File: config.mk
export PLATFORM = sky130hd
export DESIGN_NAME = static_device_address_map_table_unit
export DESIGN_NICKNAME = d
export VERILOG_FILES = /design/src/hw/rtl/sdamt_pkg.sv /design/src/hw/rtl/static_device_address_map_table_unit.sv
export SDC_FILE = /design/constraint.sdc
export NUM_CORES = 2
export LEC_CHECK = 0
export ABC_CLOCK_PERIOD_IN_PS = 9950
export BUFFER_PORTS_ARGS = -buffer_cell sky130_fd_sc_hd__clkbuf_2
export CAP_MARGIN = 15
export CORE_ASPECT_RATIO = 1.4
export CORE_MARGIN = 3
export CORE_UTILIZATION = 60
export DETAILED_ROUTE_END_ITERATION = 16
export PLACE_DENSITY = 0.73
export SLEW_MARGIN = 40
export SYNTH_ARGS = -nofsm -noshare
export SYNTH_HDL_FRONTEND = slang
export SYNTH_SLANG_ARGS = --single-unit
File: constraint.sdc
create_clock -name clk -period 9.95 [get_ports clk]
set_input_delay 1.99 -clock clk [delete_from_list [all_inputs] [get_ports clk]]
set_output_delay 1.99 -clock clk [all_outputs]
set_load 0.05 [all_outputs]
File: src/hw/rtl/sdamt_pkg.sv
// Shared types and constants for the static device address map table.
`default_nettype none
package sdamt_pkg;

  localparam int unsigned ENTRIES_DEFAULT = 32;
  localparam int unsigned PAGE_BITS = 12;

  localparam logic [31:0] TOP_ADDRESS_RESET = 32'hFFFF_0000;
  localparam logic [31:0] MIB_MASK = 32'h000F_FFFF;
  localparam logic [31:0] PAGE_ALIGN_MASK = ~((32'd1 << PAGE_BITS) - 32'd1);

  localparam logic [2:0] CMD_ADD = 3'd0;
  localparam logic [2:0] CMD_P2V = 3'd1;
  localparam logic [2:0] CMD_V2P = 3'd2;
  localparam logic [2:0] CMD_QUERY = 3'd3;
  localparam logic [2:0] CMD_SEAL = 3'd4;

  localparam logic [1:0] STATUS_OK = 2'd0;
  localparam logic [1:0] STATUS_FULL = 2'd1;
  localparam logic [1:0] STATUS_SEALED = 2'd2;
  localparam logic [1:0] STATUS_ZERO_LEN = 2'd3;

  typedef struct packed {
    logic [31:0] phys;
    logic [31:0] virt;
    logic [31:0] len;
  } region_t;

  typedef enum logic [2:0] {
    ST_IDLE = 3'b001,
    ST_SCAN = 3'b010,
    ST_HIT  = 3'b100
  } state_t;

endpackage
`default_nettype wire

File: src/hw/rtl/static_device_address_map_table_unit.sv
// Static device address map table: region store, allocator and range lookup.
// Add, query, seal, undefined commands and empty-table lookups answer at accept;
// a lookup answers once the scan finds its first hit or passes the last entry.
// Throughput: one request at a time; a lookup is bound by the single read port
// of the region memory, which the scan walks one entry per cycle.
// Reset (rst, synchronous): empty table, unsealed, top_address = 0xFFFF0000.
// Region memory contents are not cleared; only entries below the count are read.
`default_nettype none
module static_device_address_map_table_unit #(
  parameter int unsigned ENTRIES = sdamt_pkg::ENTRIES_DEFAULT
) (
  input  wire logic        clk,
  input  wire logic        rst,
  input  wire logic        cfg_write_enable,
  input  wire logic [31:0] cfg_write_data,
  input  wire logic        in_valid,
  output logic             in_ready,
  input  wire logic [2:0]  command,
  input  wire logic [31:0] address,
  input  wire logic [31:0] length,
  output logic             out_valid,
  input  wire logic        out_ready,
  output logic [31:0]      result_address,
  output logic             found,
  output logic [1:0]       status
);

  localparam int unsigned IDX_W = $clog2(ENTRIES);
  localparam logic [IDX_W-1:0] LAST_SLOT = IDX_W'(ENTRIES - 1);

  // Region store: one entry per region, one write and one read port.
  sdamt_pkg::region_t mem [ENTRIES];
  sdamt_pkg::region_t rd_data;

  sdamt_pkg::state_t state;

  logic [31:0]      top_address;
  logic [31:0]      next_virt;
  logic [IDX_W-1:0] region_count;
  logic             sealed;

  // Latched lookup request.
  logic             is_v2p;
  logic [31:0]      addr_r;
  logic [32:0]      q_end;

  // Scan issue and read pipeline.
  logic [IDX_W-1:0] iss_idx;
  logic             issued_all;
  logic             rd_vld;
  logic             rd_last;

  // Matching entry, held for the translate step.
  logic [31:0]      hit_key;
  logic [31:0]      hit_other;

  logic             in_fire;
  logic             out_free;
  logic             wr_en;
  logic [31:0]      alloc_raw;
  logic [31:0]      alloc_virt;
  logic             mib_aligned;
  logic [31:0]      key;
  logic [31:0]      other;
  logic [32:0]      r_end;
  logic             match;

  assign out_free = !out_valid || out_ready;
  assign in_ready = (state == sdamt_pkg::ST_IDLE) && out_free;
  assign in_fire  = in_valid && in_ready;

  // Allocation: step down by the length, then round to 1 MiB or to a page.
  assign alloc_raw   = next_virt - length;
  assign mib_aligned = ((address & sdamt_pkg::MIB_MASK) == 32'd0) &&
                       ((length & sdamt_pkg::MIB_MASK) == 32'd0);
  assign alloc_virt  = mib_aligned ? (alloc_raw & ~sdamt_pkg::MIB_MASK)
                                   : (alloc_raw & sdamt_pkg::PAGE_ALIGN_MASK);

  // Commit the add only when none of the rejects apply.
  assign wr_en = in_fire && (command == sdamt_pkg::CMD_ADD) && !sealed &&
                 (region_count != LAST_SLOT) && (length != 32'd0);

  // Range compare at 33 bits so neither end wraps.
  assign key   = is_v2p ? rd_data.virt : rd_data.phys;
  assign other = is_v2p ? rd_data.phys : rd_data.virt;
  assign r_end = {1'b0, key} + {1'b0, rd_data.len};
  assign match = (addr_r >= key) && (q_end <= r_end);

  // Memory write at accept, registered read every cycle.
  always_ff @(posedge clk) begin
    if (wr_en) begin
      mem[region_count] <= '{phys: address, virt: alloc_virt, len: length};
    end
    rd_data <= mem[iss_idx];
  end

  // Configuration register and allocation state.
  always_ff @(posedge clk) begin
    if (rst) begin
      top_address  <= sdamt_pkg::TOP_ADDRESS_RESET;
      next_virt    <= sdamt_pkg::TOP_ADDRESS_RESET;
      region_count <= '0;
      sealed       <= 1'b0;
    end else begin
      if (cfg_write_enable) begin
        top_address <= cfg_write_data;
        // An empty table allocates from the new top.
        if (region_count == '0) begin
          next_virt <= cfg_write_data;
        end
      end
      if (wr_en) begin
        next_virt    <= alloc_virt;
        region_count <= region_count + 1'b1;
      end
      if (in_fire && (command == sdamt_pkg::CMD_SEAL)) begin
        sealed <= 1'b1;
      end
    end
  end

  // Control: accept, scan, translate, and the output register.
  always_ff @(posedge clk) begin
    if (rst) begin
      state      <= sdamt_pkg::ST_IDLE;
      out_valid  <= 1'b0;
      rd_vld     <= 1'b0;
      rd_last    <= 1'b0;
      issued_all <= 1'b0;
      iss_idx    <= '0;
    end else begin
      unique case (state)
        sdamt_pkg::ST_IDLE: begin
          if (in_fire) begin
            is_v2p  <= (command == sdamt_pkg::CMD_V2P);
            addr_r  <= address;
            q_end   <= {1'b0, address} + {1'b0, length};
            iss_idx <= '0;
            rd_vld  <= 1'b0;
            issued_all <= 1'b0;
            found   <= 1'b0;
            if (((command == sdamt_pkg::CMD_P2V) || (command == sdamt_pkg::CMD_V2P)) &&
                (region_count != '0)) begin
              // Preload a miss; the scan answers later.
              result_address <= '0;
              status    <= sdamt_pkg::STATUS_OK;
              out_valid <= 1'b0;
              state     <= sdamt_pkg::ST_SCAN;
            end else begin
              // Answer at once; an empty-table lookup is a plain miss.
              out_valid <= 1'b1;
              if (command == sdamt_pkg::CMD_ADD) begin
                priority if (sealed) begin
                  result_address <= '0;
                  status <= sdamt_pkg::STATUS_SEALED;
                end else if (region_count == LAST_SLOT) begin
                  result_address <= '0;
                  status <= sdamt_pkg::STATUS_FULL;
                end else if (length == 32'd0) begin
                  result_address <= '0;
                  status <= sdamt_pkg::STATUS_ZERO_LEN;
                end else begin
                  result_address <= alloc_virt;
                  status <= sdamt_pkg::STATUS_OK;
                end
              end else if (command == sdamt_pkg::CMD_QUERY) begin
                result_address <= (region_count != '0) ? next_virt : top_address;
                status <= sdamt_pkg::STATUS_OK;
              end else begin
                result_address <= '0;
                status <= sdamt_pkg::STATUS_OK;
              end
            end
          end else if (out_ready) begin
            // Drop the answer once it is taken.
            out_valid <= 1'b0;
          end
        end
        sdamt_pkg::ST_SCAN: begin
          // Check the entry read last cycle; the first hit wins. Otherwise
          // issue one read per cycle until the last stored entry.
          priority if (rd_vld && match) begin
            hit_key   <= key;
            hit_other <= other;
            rd_vld    <= 1'b0;
            state     <= sdamt_pkg::ST_HIT;
          end else if (rd_vld && rd_last) begin
            rd_vld    <= 1'b0;
            out_valid <= 1'b1;
            state     <= sdamt_pkg::ST_IDLE;
          end else if (!issued_all) begin
            rd_vld     <= 1'b1;
            rd_last    <= (iss_idx == region_count - 1'b1);
            issued_all <= (iss_idx == region_count - 1'b1);
            iss_idx    <= iss_idx + 1'b1;
          end else begin
            rd_vld <= 1'b0;
          end
        end
        sdamt_pkg::ST_HIT: begin
          result_address <= hit_other + (addr_r - hit_key);
          found     <= 1'b1;
          out_valid <= 1'b1;
          state     <= sdamt_pkg::ST_IDLE;
        end
        default: begin
          state <= sdamt_pkg::ST_IDLE;
        end
      endcase
    end
  end

`ifndef SYNTHESIS
  // The output register is empty for the whole of a lookup.
  a_out_empty_busy: assert property (@(posedge clk) disable iff (rst)
    (state != sdamt_pkg::ST_IDLE) |-> !out_valid)
    else $error("output register occupied during a lookup");

  // A sealed table takes no more regions.
  a_sealed_no_add: assert property (@(posedge clk) disable iff (rst)
    (in_fire && (command == sdamt_pkg::CMD_ADD) && sealed) |=> $stable(region_count))
    else $error("region added to a sealed table");

  // The count never goes past the last slot index.
  a_count_bound: assert property (@(posedge clk) disable iff (rst)
    region_count <= LAST_SLOT)
    else $error("region count past the last usable slot");
`endif

endmodule
`default_nettype wire

== Yosys cells after proc, flatten, opt, wreduce, memory -nomap -nowiden ==
Memories as Yosys holds them, arrays and structs flattened. A register that Yosys moved wholly into a read port is not among the register bits.
Index checks and enable logic that the tools add are counted.
Widths: inputs -> output; s select.

* Register bits after elaboration: 247
* Memory bits (writable): 3072
* Input bits: 104
* Output and inout port bits: 37
* Word-level logic and storage cells: 139
* Memories kept: 1

* Add/sub/neg operators: 8
* Magnitude comparators: 2
* Eq/ne operators: 18
* Mux-type cells: 46
* Bitwise operators: 5
* Reductions and logical operators: 40

{| class="wikitable"
|+ Memory list
! memory !! depth !! width !! rd ports !! clocked after Yosys merged registers in !! write ports !! line !! text
|-
| mem || 32 || 96 || 1 || 1 || 1 || static_device_address_map_table_unit.sv:32 || <nowiki>sdamt_pkg::region_t mem [ENTRIES];</nowiki>
|}

{| class="wikitable"
|+ Operator list
! cell !! count
|-
| $mux 32 || 13
|-
| $logic_not 32->1 || 3
|-
| $add 32x32->33 || 2
|-
| $pmux 32 s2 || 1
|-
| $sub 32x32->32 || 2
|-
| $le 33x33->1 || 1
|-
| $add 32x32->32 || 1
|-
| $ge 32x32->1 || 1
|-
| $reduce_bool 32->1 || 1
|-
| $mux 20 || 1
|-
| $mux 5 || 4
|-
| $mux 1 || 14
|-
| $logic_and 1x1->1 || 12
|-
| $mux 3 || 4
|-
| $reduce_and 3->1 || 4
|-
| $reduce_and 4->1 || 3
|-
| $add 5x1->5 const B || 2
|-
| $ne 2x2->1 const B || 5
|-
| $pmux 5 s2 || 1
|-
| $eq 3x2->1 const B || 3
|-
| $reduce_bool 2->1 || 4
|-
| $eq 3x1->1 const B || 2
|-
| $eq 3x3->1 const B || 2
|-
| $mux 2 || 3
|-
| 20 further kinds || 30
|}

== Longest topological paths before layout ==
* Depth after elaboration: 10
* Mapped depth: 27
* Mapped depth without buffers: 24

== Least setup slack after synthesis ==
Ideal clock, no wire load.

* Path type: reg-to-reg
* From: register is_v2p
* To: register hit_key[0], enable pin
* Setup time: 486 ps
* Data arrival time: 7925 ps
* Data required time: 9464 ps
* Path slack: 1539 ps
* Cell stages (with the launch flop): 26
* Buffers on the path: 2
* Clock period less this slack: 8411 ps
* Path through: edfxtp_1 -> buf_2 -> buf_1 -> nor2b_1 -> ha_1 -> fa_1 -> a211o_1 -> a21oi_1 -> o21ai_0 -> a221o_1 -> a21oi_2 -> o211ai_1 -> and2_1 -> a221o_1 -> a21oi_1 -> xor2_1 -> ha_1 -> nand3_1 -> nor4_1 -> nand4_1 -> nor2_1 -> a2111oi_0 -> o211ai_1 -> o2bb2ai_1 -> or2_1 -> nor2_1

* Cells in the longest elaborated chain, start to end: 6
* Elaborated cells between the ends (all ways): 7
* Classes of those cells: add/sub: 1; order compare: 2; mux: 1; reduce/logical: 3

{| class="wikitable"
|+ Ends and longest elaborated chain
! what !! line !! text
|-
| start, declared || static_device_address_map_table_unit.sv:43 || <nowiki>logic is_v2p;</nowiki>
|-
| start signal, assigned || static_device_address_map_table_unit.sv:135 || <nowiki>is_v2p <= (command == sdamt_pkg::CMD_V2P);</nowiki>
|-
| $mux 32 (*) || static_device_address_map_table_unit.sv:84 || <nowiki>assign key = is_v2p ? rd_data.virt : rd_data.phys;</nowiki>
|-
| via key[0] || static_device_address_map_table_unit.sv:63 || <nowiki>logic [31:0] key;</nowiki>
|-
| $add 32x32->33 || static_device_address_map_table_unit.sv:86 || <nowiki>assign r_end = {1'b0, key} + {1'b0, rd_data.len};</nowiki>
|-
| $le 33x33->1 || static_device_address_map_table_unit.sv:87 || <nowiki>assign match = (addr_r >= key) && (q_end <= r_end);</nowiki>
|-
| $logic_and 1x1->1 (*) || static_device_address_map_table_unit.sv:87 ||
|-
| $logic_and 1x1->1 (*) || static_device_address_map_table_unit.sv:182 || <nowiki>priority if (rd_vld && match) begin</nowiki>
|-
| $reduce_and 3->1 (no line) (*) || n/a ||
|-
| end signal, assigned || static_device_address_map_table_unit.sv:183 || <nowiki>hit_key <= key;</nowiki>
|-
| end, declared || static_device_address_map_table_unit.sv:54 || <nowiki>logic [31:0] hit_key;</nowiki>
|}

Mark *: on every way through the listed nets, which the timed path passes. The rest lies on a longest branch.
A chain may end at the register's enable or synchronous reset.

== Worst setup path in the final report ==
* From: register is_v2p
* To: register hit_other[12], enable pin

* Cells in the longest elaborated chain, start to end: 6
* Elaborated cells between the ends (all ways): 7
* Classes of those cells: add/sub: 1; order compare: 2; mux: 1; reduce/logical: 3

{| class="wikitable"
|+ Ends and longest elaborated chain
! what !! line !! text
|-
| $mux 32 (*) || static_device_address_map_table_unit.sv:84 ||
|-
| via key[14] || static_device_address_map_table_unit.sv:63 ||
|-
| $add 32x32->33 || static_device_address_map_table_unit.sv:86 ||
|-
| $le 33x33->1 || static_device_address_map_table_unit.sv:87 ||
|-
| $logic_and 1x1->1 (*) || static_device_address_map_table_unit.sv:87 ||
|-
| $logic_and 1x1->1 (*) || static_device_address_map_table_unit.sv:182 ||
|-
| $reduce_and 3->1 (no line) (*) || n/a ||
|-
| end signal, assigned || static_device_address_map_table_unit.sv:184 || <nowiki>hit_other <= other;</nowiki>
|-
| end, declared || static_device_address_map_table_unit.sv:55 || <nowiki>logic [31:0] hit_other;</nowiki>
|}

Marks and branches as above.

==> flow_summary_export.csv <==
group,metric,value,unit
global_route,antenna_found_initial,21,
finish,layout-drive-gt1-share,27.4,%
synthesis,synth_cell_types,77,
floorplanning,die_y,539,um
critical_path,slowest_stage,"buf_4",
synthesis,synth.area.top_cells,"edfxtp_1, mux4_2, dfxtp_1, ha_1, mux2_2",
synthesis,synth_area_per_cell,20.5,um^2
detailed_routing,drt_wl_total,325000,um
placed_design,port_buffers,140,
synthesis,synth_nets,6247,
finish,nNetsFinal,6633,
placed_design,finalWeightedCongestion,0.941,
timing,hold_viol_final,0,
global_route,grt_max_degree,85,
run,maxCapViolations,0,
clock_network,cts-root-buf,"clkbuf_16",
synthesis,synth_cells,5920,
pwr,pwr_density_cell,190,nW/um^2
synthesis,synth_top_area_share,70.5,%
critical_path,crit_fanout,40,
timing,slew_headroom,40.9,%
critical_path,critical_path.endpoint,"hit_other[12]$_DFFE_PP_",
synthesis,synth-seq-cells,3019,
clock_network,cts_hold_buffers,0,
clock_network,clk_path_buf_depth,4,
global_route,track_usage,31.6,%
clock_network,cts.sinks,3019,
critical_path,cpPeakStageDelay,0.59,ns
floorplanning,die_area,208000,um^2
critical_path,worstReg2RegStart,"is_v2p$_DFFE_PP_",
critical_path,cp_top_family,"compound AO/OA/AOI/OAI gates",
pwr,p_total,25.9,mW
detailed_routing,wire_per_inst,35.4,um
placed_design,place_area,127000,um^2
finish,postLayoutCellArea,136000,um^2
timing,rsz0062_at_grt,"false",
floorplanning,io_pins,141,
synthesis,dominantRegCellSynth,"edfxtp_1",
timing,skew,0.0519,ns
synthesis,yosysWarnings,0,
floorplanning,start_util,60.7,%
detailed_routing,ant_nets,0,
timing,tightest_slew,0.887,ns
finish,finalCoreUtilization,68.0,%
pwr,combPwrFrac,4.2,%
synthesis,synth_area,122000,um^2
detailed_routing,num_vias,62200,
critical_path,startpoint,"is_v2p$_DFFE_PP_",
critical_path,start_kind,"flop",
run_status,status,"finished, final reports clean",
timing,min_period_over_period,76.9,%
clock_network,clock_latency,0.88,ns
clock_network,ctsResizeCount,0,
critical_path,r2r_cells,25,
critical_path,critPathRequiredTime,10.43,ns
placed_design,dpl.hpwl,188000,um
finish,area.growth.synth_to_final,12.2,%
worst_hold_path,hold_class,"reg -> reg",
clock_network,cts_tree,"yes",
detailed_routing,dr.pass1.iters,6,
global_route,grt_pass1_wl,465000,um
pwr,p_leak,44.0,nW
synthesis,synthArstFlopShare,0,%
worst_hold_path,hold_depth,2,
detailed_routing,drc,0,
clock_network,path_clk_slew,0.07,ns
critical_path,crit_path_end_kind,"flop",
pwr,p_int,20.4,mW
global_route,grt_pass1_vias,63000,
timing,maxSlewViolCount,0,
pwr,ir_drop,0.000128,V
detailed_routing,post_drt_via_cell_ratio,6.78,
timing,fmax,0.131,GHz
clock_network,h-tree-depth,5,
synthesis,synth_edf_count,2853,
pwr,switching_power,5.46,mW
timing,min_period,7.65,ns
pwr,seq_power_share,54.7,%
synthesis,yosys.area.top_type,"edfxtp_1",
timing,finalSetupViolCount,0,
critical_path,crit_type,"reg -> reg",
clock_network,cts_buffers,281,
detailed_routing,dr.first_iter.drc_count,8070,
pwr,pwr-share-clk,41.1,%
global_route,grt-ovfl-total,0,
clock_network,postCtsSetupRepairBufs,0,
synthesis,synth_most_common_cell,"edfxtp_1",
floorplanning,core_area,200000,um^2
critical_path,crit_buf_inv,3,
synthesis,ys_top_cells_by_count,"edfxtp_1, mux4_2, nand2_1, inv_1, ha_1",
floorplanning,rows,194,
critical_path,reg2reg_slack,2.30,ns
floorplanning,die_w,386,um
critical_path,crit_arrival,8.13,ns
synthesis,synth_seq_area_share,73.2,%
critical_path,r2r-end,"hit_other[12]$_DFFE_PP_",
pwr,netSwitchingFraction,21.1,%
critical_path,path_depth,25,
timing,setup_tns,0,ns
-- worst min-delay path by stage --
stage,start,to,slack [ns]
floorplan,issued_all$_SDFFE_PP0P_,issued_all$_SDFFE_PP0P_,0.44
global placement,issued_all$_SDFFE_PP0P_,issued_all$_SDFFE_PP0P_,0.45
detailed placement,top_address[31]$_SDFFE_PP1P_,top_address[31]$_SDFFE_PP1P_,0.46
CTS,top_address[31]$_SDFFE_PP1P_,top_address[31]$_SDFFE_PP1P_,0.48
global route,top_address[17]$_SDFFE_PP1P_,top_address[17]$_SDFFE_PP1P_,0.49
finish,top_address[31]$_SDFFE_PP1P_,top_address[31]$_SDFFE_PP1P_,0.48
-- cell type report --
class	instances	area [um^2]
inverters	218	818
clock buffers	354	7490
well taps	2646	3310
multi-input cells	2423	31200
diodes	9	22.5
fillers	12500	64100
clock inverters	139	1430
repair buffers	363	3110
flip-flops and latches	3019	89000
-- worst register-to-register path: cells and delay by family, from the launching register on --
family                     cells  cell delay, ns
AOI/OAI and AO/OA             11            2.90
xor gates and xnor gates       1            0.17
muxes                          1            0.35
DFF                            1            0.50
buffers and inverters          3            1.14
adders and majority gates      2            0.65
and+or+nand+nor                7            1.55
-- cells by family (layout without fill, tap and decap cells) --
kind of cell	after synthesis	after routing	share of synthesized area, %
adders and majority gates	231	231	2.56
and+or+nand+nor	580	580	2.23
AOI/OAI and AO/OA	479	479	2.58
other	0	9	0
buffers and inverters	478	1074	1.48
xor gates and xnor gates	120	120	0.870
DFF	3019	3019	73.2
muxes	1013	1013	17.1
-- layer usage --
metal | global-route usage [%] | routed length, um | vias to the layer above | part of all wire [%]
met3 | 6.51 | 34100 | 666 | 11
met2 | 50.8 | 160000 | 3689 | 49
met1 | 43.5 | 118000 | 32800 | 36
met4 | 11.9 | 13700 | 8 | 4.2
li1 | - | - | 25100 | -
met5 | 0 | 60 | - | 0.018
-- through the flow --
step / std cells / worst slack [ns] / hold slack [ns]
2_1_floorplan: 5920 / 1.54 / 0.437
3_3_place_gp: 8641 / 2.44 / 0.450
3_5_place_dp: 8663 / 2.44 / 0.458
4_1_cts: 9156 / 2.40 / 0.475
5_1_grt: 9166 / 1.70 / 0.495
6_report: 9171 / 2.30 / 0.479
-- registers in the layout, summed over array words and instances, names as in the netlist, 2 cells and up --
signal and count:
addr_r 32, hit_key 32, hit_other 32, iss_idx 5, mem 2688, next_virt 32, q_end 33, rd_data 84
region_count 5, result_address 32, state 3, status 2, top_address 32
-- layout by cell type, fill, tap and decap left out, types with 21 or more instances in the layout --
cell / netlist / routed
buf_4: 0 / 161
ha_1: 190 / 190
inv_1: 216 / 210
bufinv_16: 0 / 25
buf_12: 0 / 26
mux2_2: 104 / 104
nor3_1: 24 / 24
a21o_1: 77 / 77
xnor2_1: 73 / 69
nand2_1: 219 / 216
clkinv_1: 0 / 47
clkbuf_16: 0 / 288
clkbuf_1: 180 / 61
nand2b_1: 25 / 25
nor2_1: 129 / 92
mux2i_1: 69 / 69
a21oi_1: 148 / 147
edfxtp_1: 2853 / 2853
fa_1: 33 / 33
nor2b_1: 22 / 22
nor2_4: 0 / 36
and2_1: 26 / 23
mux4_2: 840 / 840
dfxtp_1: 166 / 161
nand3_1: 41 / 41
o21ai_0: 72 / 72
nand4_1: 25 / 25
nor4_1: 21 / 21
clkinv_2: 0 / 44
clkbuf_2: 0 / 136
xor2_1: 46 / 42
-- power by group through the flow --
stage	Clock, mW	Sequential (mW)	Combinational (mW)
detailed placement	0	14.4	1.08
CTS	10.8	14.2	1.08
global route	11.2	14.2	1.18
finish	10.6	14.2	1.10
global placement	0	14.4	1.03
floorplan	0	14.5	0.532
(Power assumes the default switching activity.)
